## src/scfp_pkg.sv

```systemverilog
// Shared types and constants for the servo command frame packer.
`timescale 1ns / 1ps
`default_nettype none
package scfp_pkg;

  localparam int NumCh    = 6;
  localparam int PulseW   = 14;
  localparam int DigitW   = 7;
  localparam int ServoLen = 22;
  localparam int TestLen  = 16;
  localparam int CntW     = 5;

  // Reciprocal of 100 scaled by 2^19; exact for pulses below 43699.
  localparam int RecipW     = 13;
  localparam int RecipShift = 19;
  localparam logic [RecipW-1:0] Recip100 = 13'd5243;
  localparam int ProdW = PulseW + RecipW;

  // Request kinds
  localparam logic KindLink  = 1'b0;
  localparam logic KindServo = 1'b1;

  localparam logic [7:0] SyncByte    = 8'hAA;
  localparam logic [7:0] LenByte     = 8'h12;
  localparam logic [7:0] ChIdBase    = 8'hB1;
  localparam logic [7:0] TestHead    = 8'h55;
  localparam logic [7:0] TestTail    = 8'h5A;
  // Low byte of the sum of the six channel ids 0xB1..0xB6.
  localparam logic [7:0] IdSumLow    = 8'h35;
  localparam logic [7:0] Hundred     = 8'd100;

  typedef logic [7:0] octet_t;
  typedef logic [NumCh-1:0][DigitW-1:0] digits_t;
  typedef logic [NumCh-1:0][7:0] dsums_t;

  typedef struct packed {
    logic load;
    logic servo;
  } frm_ctrl_t;

endpackage
`default_nettype wire

```

## src/scfp_lane.sv

```systemverilog
// Digit lane: splits one pulse width into its two base-100 digit pairs.
`timescale 1ns / 1ps
`default_nettype none
module scfp_lane (
  input  wire logic                          clk,
  input  wire logic                          ld1,
  input  wire logic                          ld2,
  input  wire logic [scfp_pkg::PulseW-1:0]   pulse,
  output logic      [scfp_pkg::DigitW-1:0]   lo_digit,
  output logic      [scfp_pkg::DigitW-1:0]   hi_digit,
  output logic      [7:0]                    dsum
);

  logic [scfp_pkg::ProdW-1:0]  prod_r, prod_nxt;
  logic [scfp_pkg::PulseW-1:0] pulse_r, pulse_nxt;
  logic [scfp_pkg::DigitW-1:0] lo_r, lo_nxt, hi_r, hi_nxt;
  logic [7:0]                  dsum_r, dsum_nxt;
  logic [7:0]                  quot;
  logic [scfp_pkg::PulseW-1:0] rem;

  // Stage one: multiply by the scaled reciprocal of 100
  always_comb begin
    prod_nxt  = scfp_pkg::ProdW'(pulse) * scfp_pkg::ProdW'(scfp_pkg::Recip100);
    pulse_nxt = pulse;
  end

  // Stage two: quotient, remainder, and wrap of the high pair
  always_comb begin
    quot     = prod_r[scfp_pkg::RecipShift +: 8];
    rem      = pulse_r - scfp_pkg::PulseW'(quot) * scfp_pkg::PulseW'(scfp_pkg::Hundred);
    lo_nxt   = rem[scfp_pkg::DigitW-1:0];
    hi_nxt   = (quot >= scfp_pkg::Hundred) ? scfp_pkg::DigitW'(quot - scfp_pkg::Hundred)
                                           : quot[scfp_pkg::DigitW-1:0];
    dsum_nxt = {1'b0, lo_nxt} + {1'b0, hi_nxt};
  end

  // Hold each stage until its load strobe
  always_ff @(posedge clk) begin
    if (ld1) begin
      prod_r  <= prod_nxt;
      pulse_r <= pulse_nxt;
    end
    if (ld2) begin
      lo_r   <= lo_nxt;
      hi_r   <= hi_nxt;
      dsum_r <= dsum_nxt;
    end
  end

  assign lo_digit = lo_r;
  assign hi_digit = hi_r;
  assign dsum     = dsum_r;

endmodule
`default_nettype wire

```

## src/scfp_framer.sv

```systemverilog
// Merge stage: builds the frame from the lane digits and shifts it out a byte per cycle.
`timescale 1ns / 1ps
`default_nettype none
module scfp_framer (
  input  wire logic                  clk,
  input  wire logic                  rst_n,
  input  wire scfp_pkg::frm_ctrl_t   ctrl,
  input  wire scfp_pkg::digits_t     lo_digits,
  input  wire scfp_pkg::digits_t     hi_digits,
  input  wire scfp_pkg::dsums_t      dsums,
  output logic                       free,
  output logic                       strobe,
  output logic [7:0]                 byte_o,
  output logic                       last
);

  scfp_pkg::octet_t frame_r   [scfp_pkg::ServoLen];
  scfp_pkg::octet_t frame_nxt [scfp_pkg::ServoLen];
  scfp_pkg::octet_t frame_ld  [scfp_pkg::ServoLen];
  logic [scfp_pkg::CntW-1:0] left_r, left_nxt;
  logic [7:0] csum;

  // Sum the channel bytes: ids are a constant, digits come from the lanes
  always_comb begin
    csum = scfp_pkg::IdSumLow;
    for (int c = 0; c < scfp_pkg::NumCh; c++) begin
      csum = csum + dsums[c];
    end
  end

  // Assemble the frame to load
  always_comb begin
    for (int i = 0; i < scfp_pkg::ServoLen; i++) begin
      frame_ld[i] = '0;
    end
    if (ctrl.servo) begin
      frame_ld[0] = scfp_pkg::SyncByte;
      frame_ld[1] = scfp_pkg::SyncByte;
      frame_ld[2] = scfp_pkg::LenByte;
      for (int c = 0; c < scfp_pkg::NumCh; c++) begin
        frame_ld[3 + 3*c] = scfp_pkg::ChIdBase + 8'(c);
        frame_ld[4 + 3*c] = {1'b0, lo_digits[c]};
        frame_ld[5 + 3*c] = {1'b0, hi_digits[c]};
      end
      frame_ld[scfp_pkg::ServoLen-1] = ~csum;
    end else begin
      frame_ld[0]                   = scfp_pkg::TestHead;
      frame_ld[scfp_pkg::TestLen-1] = scfp_pkg::TestTail;
    end
  end

  // Load a new frame or advance the shift line
  always_comb begin
    frame_nxt = frame_r;
    left_nxt  = left_r;
    if (ctrl.load) begin
      frame_nxt = frame_ld;
      left_nxt  = ctrl.servo ? scfp_pkg::CntW'(scfp_pkg::ServoLen)
                             : scfp_pkg::CntW'(scfp_pkg::TestLen);
    end else if (left_r != '0) begin
      for (int i = 0; i < scfp_pkg::ServoLen - 1; i++) begin
        frame_nxt[i] = frame_r[i+1];
      end
      left_nxt = left_r - scfp_pkg::CntW'(1);
    end
  end

  always_ff @(posedge clk) begin
    frame_r <= frame_nxt;
    if (!rst_n) begin
      left_r <= '0;
    end else begin
      left_r <= left_nxt;
    end
  end

  assign strobe = (left_r != '0);
  assign last   = (left_r == scfp_pkg::CntW'(1));
  assign free   = (left_r == '0) || last;
  assign byte_o = frame_r[0];

endmodule
`default_nettype wire

```

## src/servo_command_frame_packer_top.sv

```systemverilog
// Servo command frame packer: request intake, six digit lanes and the frame shifter.
// A request passes lane stages one and two, then its frame loads into the shifter.
// Throughput: one byte per cycle; a servo frame is 22 bytes, a link test 16, and
// frames follow back to back as the next request waits in the lane stages.
// busy is high while a request sits in the two lane stages.
// Reset (rst_n low, synchronous) drops any request in flight and any frame being sent.
`timescale 1ns / 1ps
`default_nettype none
module servo_command_frame_packer_top (
  input  wire logic                          clk,
  input  wire logic                          rst_n,
  input  wire logic                          start,
  output logic                               busy,
  input  wire logic                          in_kind,
  input  wire logic [scfp_pkg::PulseW-1:0]   in_pulse_ch1,
  input  wire logic [scfp_pkg::PulseW-1:0]   in_pulse_ch2,
  input  wire logic [scfp_pkg::PulseW-1:0]   in_pulse_ch3,
  input  wire logic [scfp_pkg::PulseW-1:0]   in_pulse_ch4,
  input  wire logic [scfp_pkg::PulseW-1:0]   in_pulse_ch5,
  input  wire logic [scfp_pkg::PulseW-1:0]   in_pulse_ch6,
  output logic                               out_strobe,
  output logic [7:0]                         out_byte,
  output logic                               out_last_byte
);

  logic v1_r, v1_nxt, v2_r, v2_nxt;
  logic kind1_r, kind2_r;
  logic accept;
  logic frm_free;
  logic frm_load;
  logic [scfp_pkg::NumCh-1:0][scfp_pkg::PulseW-1:0] pulses;
  scfp_pkg::digits_t lo_digits, hi_digits;
  scfp_pkg::dsums_t  dsums;
  scfp_pkg::frm_ctrl_t frm_ctrl;

  assign pulses = {in_pulse_ch6, in_pulse_ch5, in_pulse_ch4,
                   in_pulse_ch3, in_pulse_ch2, in_pulse_ch1};

  // Take a request only when both lane stages are empty
  assign busy     = v1_r | v2_r;
  assign accept   = start & ~busy;
  assign frm_load = v2_r & frm_free;

  // Advance the request through the lane stages; hold it in stage two until the shifter frees
  always_comb begin
    v1_nxt = accept;
    v2_nxt = v1_r | (v2_r & ~frm_free);
  end

  always_ff @(posedge clk) begin
    if (accept) begin
      kind1_r <= in_kind;
    end
    if (v1_r) begin
      kind2_r <= kind1_r;
    end
    if (!rst_n) begin
      v1_r <= 1'b0;
      v2_r <= 1'b0;
    end else begin
      v1_r <= v1_nxt;
      v2_r <= v2_nxt;
    end
  end

  // One lane per servo channel
  for (genvar c = 0; c < scfp_pkg::NumCh; c++) begin : g_lane
    scfp_lane u_lane (
      .clk      (clk),
      .ld1      (accept),
      .ld2      (v1_r),
      .pulse    (pulses[c]),
      .lo_digit (lo_digits[c]),
      .hi_digit (hi_digits[c]),
      .dsum     (dsums[c])
    );
  end

  assign frm_ctrl.load  = frm_load;
  assign frm_ctrl.servo = kind2_r;

  scfp_framer u_framer (
    .clk       (clk),
    .rst_n     (rst_n),
    .ctrl      (frm_ctrl),
    .lo_digits (lo_digits),
    .hi_digits (hi_digits),
    .dsums     (dsums),
    .free      (frm_free),
    .strobe    (out_strobe),
    .byte_o    (out_byte),
    .last      (out_last_byte)
  );

  // Only one request may be in the lane stages at a time
  a_one_in_flight: assert property (@(posedge clk) disable iff (!rst_n)
    !(v1_r && v2_r))
    else $error("two requests in the lane stages");

  // A frame loads only when the shifter is idle or on its final byte
  a_load_gap: assert property (@(posedge clk) disable iff (!rst_n)
    frm_load |-> (!out_strobe || out_last_byte))
    else $error("frame loaded over a frame still being sent");

  // A loaded frame shows its first byte in the next cycle
  a_load_strobe: assert property (@(posedge clk) disable iff (!rst_n)
    frm_load |=> (out_strobe && !out_last_byte))
    else $error("loaded frame did not start");

  // A taken request passes stage one and then reaches stage two
  a_advance: assert property (@(posedge clk) disable iff (!rst_n)
    accept |=> ##1 v2_r)
    else $error("request lost in the lane stages");

endmodule
`default_nettype wire
```

## config.mk

```make
export PLATFORM = sky130hd
export DESIGN_NAME = servo_command_frame_packer_top
export DESIGN_NICKNAME = d
export VERILOG_FILES = /design/src/scfp_pkg.sv /design/src/scfp_lane.sv /design/src/scfp_framer.sv /design/src/servo_command_frame_packer_top.sv
export SDC_FILE = /design/constraint.sdc
export NUM_CORES = 2
export LEC_CHECK = 0
export BUFFER_PORTS_ARGS = -buffer_cell sky130_fd_sc_hd__buf_4
export CAP_MARGIN = 20
export CORE_MARGIN = 2
export CORE_UTILIZATION = 30
export DETAILED_ROUTE_END_ITERATION = 6
export HOLD_SLACK_MARGIN = 0.08
export PLACE_DENSITY = 0.42
export REMOVE_ABC_BUFFERS = 1
export SLEW_MARGIN = 5
export SYNTH_ARGS = -nofsm -noshare
export SYNTH_HDL_FRONTEND = slang
export SYNTH_SLANG_ARGS = --single-unit
```

## constraint.sdc

```tcl
create_clock -name clk -period 10.07 [get_ports clk]
set_input_delay 1.007 -clock clk [delete_from_list [all_inputs] [get_ports clk]]
set_output_delay 1.007 -clock clk [all_outputs]
set_load 0.05 [all_outputs]
```

# ---- Yosys cells after proc, flatten, opt, wreduce, memory -nomap -nowiden
# Cells that the tools add are included.
dict set report classes {
  n_addsub 25
  n_mul 12
  div_mod_pow 0
  n_lt_le_gt_ge 6
  eq_ne 1
  shift 0
  muxes 15
  n_bitwise 8
  reduce_logical 4
}
# operator n
set ops {}
lappend ops {{$mux 168} 2}
lappend ops {{$mul 14x13->27 const B} 6}
lappend ops {{$mux 112} 1}
lappend ops {{$add 7x7->8} 6}
lappend ops {{$ge 8x7->1 const B} 6}
lappend ops {{$mul 8x5->5 const B} 6}
lappend ops {{$mux 47} 1}
lappend ops {{$mux 7} 6}
lappend ops {{$sub 7x7->7} 6}
lappend ops {{$sub 7x7->7 const B} 6}
lappend ops {{$add 8x8->8} 5}
lappend ops {{$mux 8} 2}
lappend ops {{$mux 5} 2}
lappend ops {{$add 6x8->8 const A} 1}
lappend ops {{$not 8->8} 1}
lappend ops {{$eq 5x1->1 const B} 1}
lappend ops {{$logic_not 5->1} 1}
lappend ops {{$reduce_bool 5->1} 1}
lappend ops {{$sub 5x1->5 const B} 1}
lappend ops {{$and 1x1->1} 3}
lappend ops {{$mux 3} 1}
lappend ops {{$not 1->1} 2}
lappend ops {{$or 1x1->1} 2}
lappend ops {{$reduce_bool 2->1} 1}
lappend ops {{$logic_or 1x1->1} 1}
dict set report totals {
  register_bits 521
  latchBits 0
  ramBits 0
  romBits 0
  in_bits 88
  wordCells 128
  n_memories 0
}

# ---- Logic depth before layout (Yosys ltp)
dict set report logic_depth {
  ltp_word 9
  mapped_depth 18
}

# ---- Hierarchy
# From an unflattened synthesis, not the netlist that was laid out.
dict set report unflattened {
  cells_unflattened 3597
  area_unflattened_um2 39566.7
}
# mod instances cells_each area_per_inst_um2 seq_area_each_um2
set by_module_without_submodules {}
lappend by_module_without_submodules {{scfp_lane (g_lane[0].u_lane ...)} 3 476 5170.0 1111.1}
lappend by_module_without_submodules {scfp_framer 1 751 8564.5 5385.2}
lappend by_module_without_submodules {{scfp_lane (g_lane[5].u_lane)} 1 477 5172.5 1111.1}
lappend by_module_without_submodules {{scfp_lane (g_lane[3].u_lane)} 1 462 5088.6 1111.1}
lappend by_module_without_submodules {{scfp_lane (g_lane[4].u_lane)} 1 469 5084.9 1111.1}
lappend by_module_without_submodules {servo_command_frame_packer_top 1 10 146.4 100.1}

# ---- Least setup slack after synthesis
# No wires, ideal clock.
dict set report synth_timing {
  path_type {flip-flop to flip-flop}
  start {reg v1_r}
  end {reg g_lane[0].u_lane.prod_r[19] in the netlist's numbering (enable)}
  setup_time_ps 543
  arrival_ps 6664
  required_ps 9527
  slack_ps 2863
  stages_incl_launch_ff 3
  path_cell_list {dfxtp_1 > or2_2 > nor2_1}
}
dict set report synth_via {
  elab_chain_len 3
}
# element line
set synth_lines {}
lappend synth_lines {{start, declared} servo_command_frame_packer_top.sv:26} ;# logic v1_r, v1_nxt, v2_r, v2_nxt;
lappend synth_lines {{start signal, assigned} servo_command_frame_packer_top.sv:61} ;# v1_r <= v1_nxt;
lappend synth_lines {{$or 1x1->1} servo_command_frame_packer_top.sv:40} ;# assign busy = v1_r | v2_r;
lappend synth_lines {{named net busy} servo_command_frame_packer_top.sv:13} ;# output logic busy,
lappend synth_lines {{$not 1->1} servo_command_frame_packer_top.sv:41} ;# assign accept = start & ~busy;
lappend synth_lines {{$and 1x1->1} servo_command_frame_packer_top.sv:41}
lappend synth_lines {{named net accept} servo_command_frame_packer_top.sv:28} ;# logic accept;
lappend synth_lines {{end signal, assigned} scfp_lane.sv:40} ;# prod_r <= prod_nxt;
lappend synth_lines {{end, declared} scfp_lane.sv:14} ;# logic [scfp_pkg::ProdW-1:0] prod_r, prod_nxt;
# The timed path passes the listed nets, and every way through them passes these cells.
# A chain may end at the register's enable or synchronous reset.

# ---- Worst setup path after layout
dict set report layout_timing {
  start {in in_pulse_ch4[8] in the netlist's numbering}
  end {reg g_lane[3].u_lane.prod_r[24] in the netlist's numbering, data pin}
}
dict set report layout_via {
  elab_chain_len 1
}
# element line
set layout_lines {}
lappend layout_lines {{start, declared} servo_command_frame_packer_top.sv:18} ;# input wire logic [scfp_pkg::PulseW-1:0] in_pulse_ch4,
lappend layout_lines {{$mul 14x13->27} scfp_lane.sv:23} ;# prod_nxt = scfp_pkg::ProdW'(pulse) * scfp_pkg::ProdW'(scfp_pkg::Recip100);
lappend layout_lines {{named net g_lane[3].u_lane.prod_nxt, one bit} scfp_lane.sv:14}
lappend layout_lines {{end signal, assigned} scfp_lane.sv:40}
lappend layout_lines {{end, declared} scfp_lane.sv:14}
# The timed path passes the listed nets, and every way through them passes these cells.

==> key figures <==
GRT
  – Number of global-route vias before repair: approximately 24000
  – Initial antenna violation count: 0
  – Largest net degree at the start of global routing: 71
  – First-pass GRT wire length: 133000 µm
  – GRT overflow: 0
  – Total track usage: approximately 13%

Die
  – Initial core utilization: 30.3%
  – Top Ports: 99
  – DIE HEIGHT: approximately 360 µm
  – Die Width: around 360 µm
  – Die area: about 0.13 mm²
  – Area of the core: approximately 0.13 mm²
  – Placement Rows: 130

Place
  – GPL Wtd Cong: roughly 0.78
  – I/O Buffers: 98
  – Dpl hpwl: roughly 65000 µm
  – Dpl cell area: 0.0408 mm²

STA
  – Final period utilization: between 50% and 60%
  – TNS Setup: 0 ps
  – Fmax: between 150 and 200 MHz
  – Final hold violations: 0
  – Clock skew: about 22 ps
  – Final slew viol count: 0
  – Worst slew pin tran: approximately 1000 ps
  – Relative slew slack: approximately a third
  – Final setup vio count: 0
  – Fin crit period: between 5000 and 6000 ps
  – RSZ-0062 raised after global routing: false

Yosys
  – Sequential-to-total area share from yosys stat: roughly a third
  – Synth cell count leaders: 771 x inv_1, 682 x ha_1, 415 x fa_1
  – Post-synth EDFFs: 400
  – Area fraction of the dominant cell type after synthesis: about a third
  – Cell with the most instances after synthesis: inv_1
  – Post-Syn Area: roughly 0.038 mm²
  – Yosys reg bits: about 410
  – Synth Flop Type: edfxtp_1
  – Async SR Flop Fraction: 0%
  – Count of cell types in the netlist: 58
  – Post-synth top area cell: edfxtp_1
  – Mean post-synth cell area: ~11 µm²
  – Warning count from the yosys run: 0
  – Cells after Synth: approximately 3300
  – Dominant cells by area after synthesis: edfxtp_1 32%, ha_1 22%, fa_1 22%, inv_1 7.6%, xnor2_1 2.5%

Critical path
  – CP max-delay cell: fa_1
  – FF-to-FF setup slack: approximately 6100 ps
  – Crit. End Element: flop
  – Most numerous cell on the critical path: fa_1
  – Crit path buffers/inverters: 3
  – CP top delay family: adder cells
  – Critical Path Max Stage Delay: about 530 ps
  – Type of origin of the critical path: input port
  – CP Class: input port to flop
  – Worst-path maximum fanout: 6
  – Critical path data arrival time: just under 6000 ps
  – CP Cell Sequence: buf_4 -> ha_1 -> fa_1 -> fa_1 -> inv_1 -> fa_1 -> fa_1 -> inv_1 -> ha_1 -> a21o_1 -> a21o_1 -> a2111oi_2 -> o21bai_1 -> a221o_1 -> a221oi_4 -> nor3_1 -> a311o_1
  – CP Data Required Time: a little over 10000 ps

Clock tree
  – Reg clk slew, reported paths: about 60 ps
  – Postcts setup bufs: 0
  – CTS sink count: between 400 and 500
  – Skew-Pair Late Insertion Delay: 590 ps
  – CTS tree: yes
  – Clk buf depth: 3
  – PostCTS Resize Cnt: 0
  – Hold-fix buffers, CTS: 0
  – # H-tree levels: 2
  – Num CTS Buffers: 47
  – Clk Tree Root Cell: clkbuf_16

Routing
  – DRC viols: 0
  – 1st-iter DRT viols: about 870
  – WL final: 80000 µm
  – DR vias/cell: 4.33
  – Mean routed wirelength per cell: between 15 and 20 µm
  – Antenna viol nets, final: 0
  – DR vias: roughly 22000
  – Initial DRT Pass Iterations: 5

Final layout
  – Proportion of layout cells with a drive suffix above 1: between 5 and 6%
  – Synth-to-layout area growth: 11.0%
  – Design area: about 0.042 mm²
  – Area taken by multi-input logic gates: between 0.02 and 0.025 mm²
  – Nets: ~4600
  – Diode count: 0
  – Flip-flop and latch area: roughly 0.012 mm²
  – Fillcell total: approximately 13000

Min path
  – Worst min-delay path category: flop to flop

Power
  – Power per cell area: roughly 330 mW/mm²
  – Static Leakage: 20.5 nW
  – Max VDD drop: 436 µV
  – Clock share of power: 11.8%
  – Logic pwr share: 63.8%
  – Sw Share: 43.1%
  – Cell internal pwr: a little under 8 mW
  – P_sw: 6.03 mW
  – Reg power frac: between 20 and 25%

Outcome
  – Status: finished, final reports clean

Job
  – Count of maximum capacitance violations: 0
power by group through the flow:
stage / logic [mW] / clock network [mW] / registers (mW)
2_1_floorplan: 6.73 / 0 / 3.46
3_3_place_gp: 9.10 / 0 / 3.46
3_5_place_dp: 9.08 / 0 / 3.47
4_1_cts: 9.19 / 1.73 / 3.44
5_1_grt: 10.5 / 1.78 / 3.49
6_report: 8.92 / 1.65 / 3.41
cell type report:
class,instances,share of cell area [%]
clock buffer,50,2.86
clock inverter,34,0.607
inverter,773,6.88
multi-input combinational,2103,54.0
sequential,407,28.8
tap,1650,4.89
timing repair buffer,111,2.02
metal layers:
metal	routed length, µm	part of all wire [%]	global-route usage (%)
met1	38600	48	17.6
met3	1600	2.0	1.28
met5	0	0	0
met4	855	1.1	1.81
met2	38900	49	22.2
cell usage in the layout, fill, tap and decap left out, types with 16 or more instances in the layout:
cell,count
o21bai_1,18
and2_1,46
nor2_1,70
fa_1,415
a21o_1,96
inv_1,770
xor2_1,31
a21oi_1,96
nand2b_1,16
buf_4,110
ha_1,682
o21ai_0,57
edfxtp_1,400
clkinv_1,19
clkbuf_16,48
nand2_1,217
xnor2_1,109
nand3_1,96
final timing paths:
| kind | startpoint | endpoint | cells after the start |
|---|---|---|---|
| hold reg to reg | kind1_r | kind2_r | 0 |
| setup reg to reg | g_lane[0].u_lane.dsum[1] | u_framer.frame_r[7] | 13 |
| setup / recovery | in_pulse_ch4[8] | g_lane[3].u_lane.prod_r[24] | 17 |
| hold / removal | kind1_r | kind2_r | 0 |
sequential cells by signal (all words and copies together), names as in the netlist:
name and flops:
u_framer.frame_r 168, g_lane.u_lane.dsum 48, g_lane.u_lane.prod_r 48, g_lane.u_lane.hi_digit 42
g_lane.u_lane.lo_digit 42, g_lane.u_lane.pulse_r 42, u_framer.byte_o 8, u_framer.left_r 5
kind1_r 1, kind2_r 1, v1_r 1, v2_r 1
metrics by stage:
step	util, %	total power, mW	hold WS [ps]	setup WS [ps]	instances
CTS	33.6	14.4	457	4580	5127
global placement	32.4	12.6	448	3990	5043
detailed placement	32.4	12.5	442	3940	5043
global route	33.6	15.8	461	4330	5128
finish	33.6	14.0	445	4540	5128
floorplan	-	10.2	400	2860	3283
worst reg2reg max path, stage by stage (launching register included):
cell      delay [ps]
edfxtp_1         430
fa_1             570
fa_1             570
inv_1             60
fa_1             410
inv_1             80
fa_1             440
ha_1             240
a21o_1           180
a21oi_1          230
o21bai_1         110
a21oi_1          210
xnor2_1          140
nor2_1            80
logic make-up (layout without fill, tap and decap cells):
kind of cell / count (synthesis) / after routing / synth area share [%]
multiplexers: 1 / 1 / 0.0263
buffers and inverters: 822 / 968 / 8.19
adder cells (fa/ha/maj): 1097 / 1097 / 44.3
flip-flops: 407 / 407 / 31.9
XOR/XNOR: 140 / 140 / 3.22
AO/OA/AOI/OAI: 356 / 356 / 6.21
AND/OR/NAND/NOR: 509 / 509 / 6.15
Power figures use the tool's default switching activity.
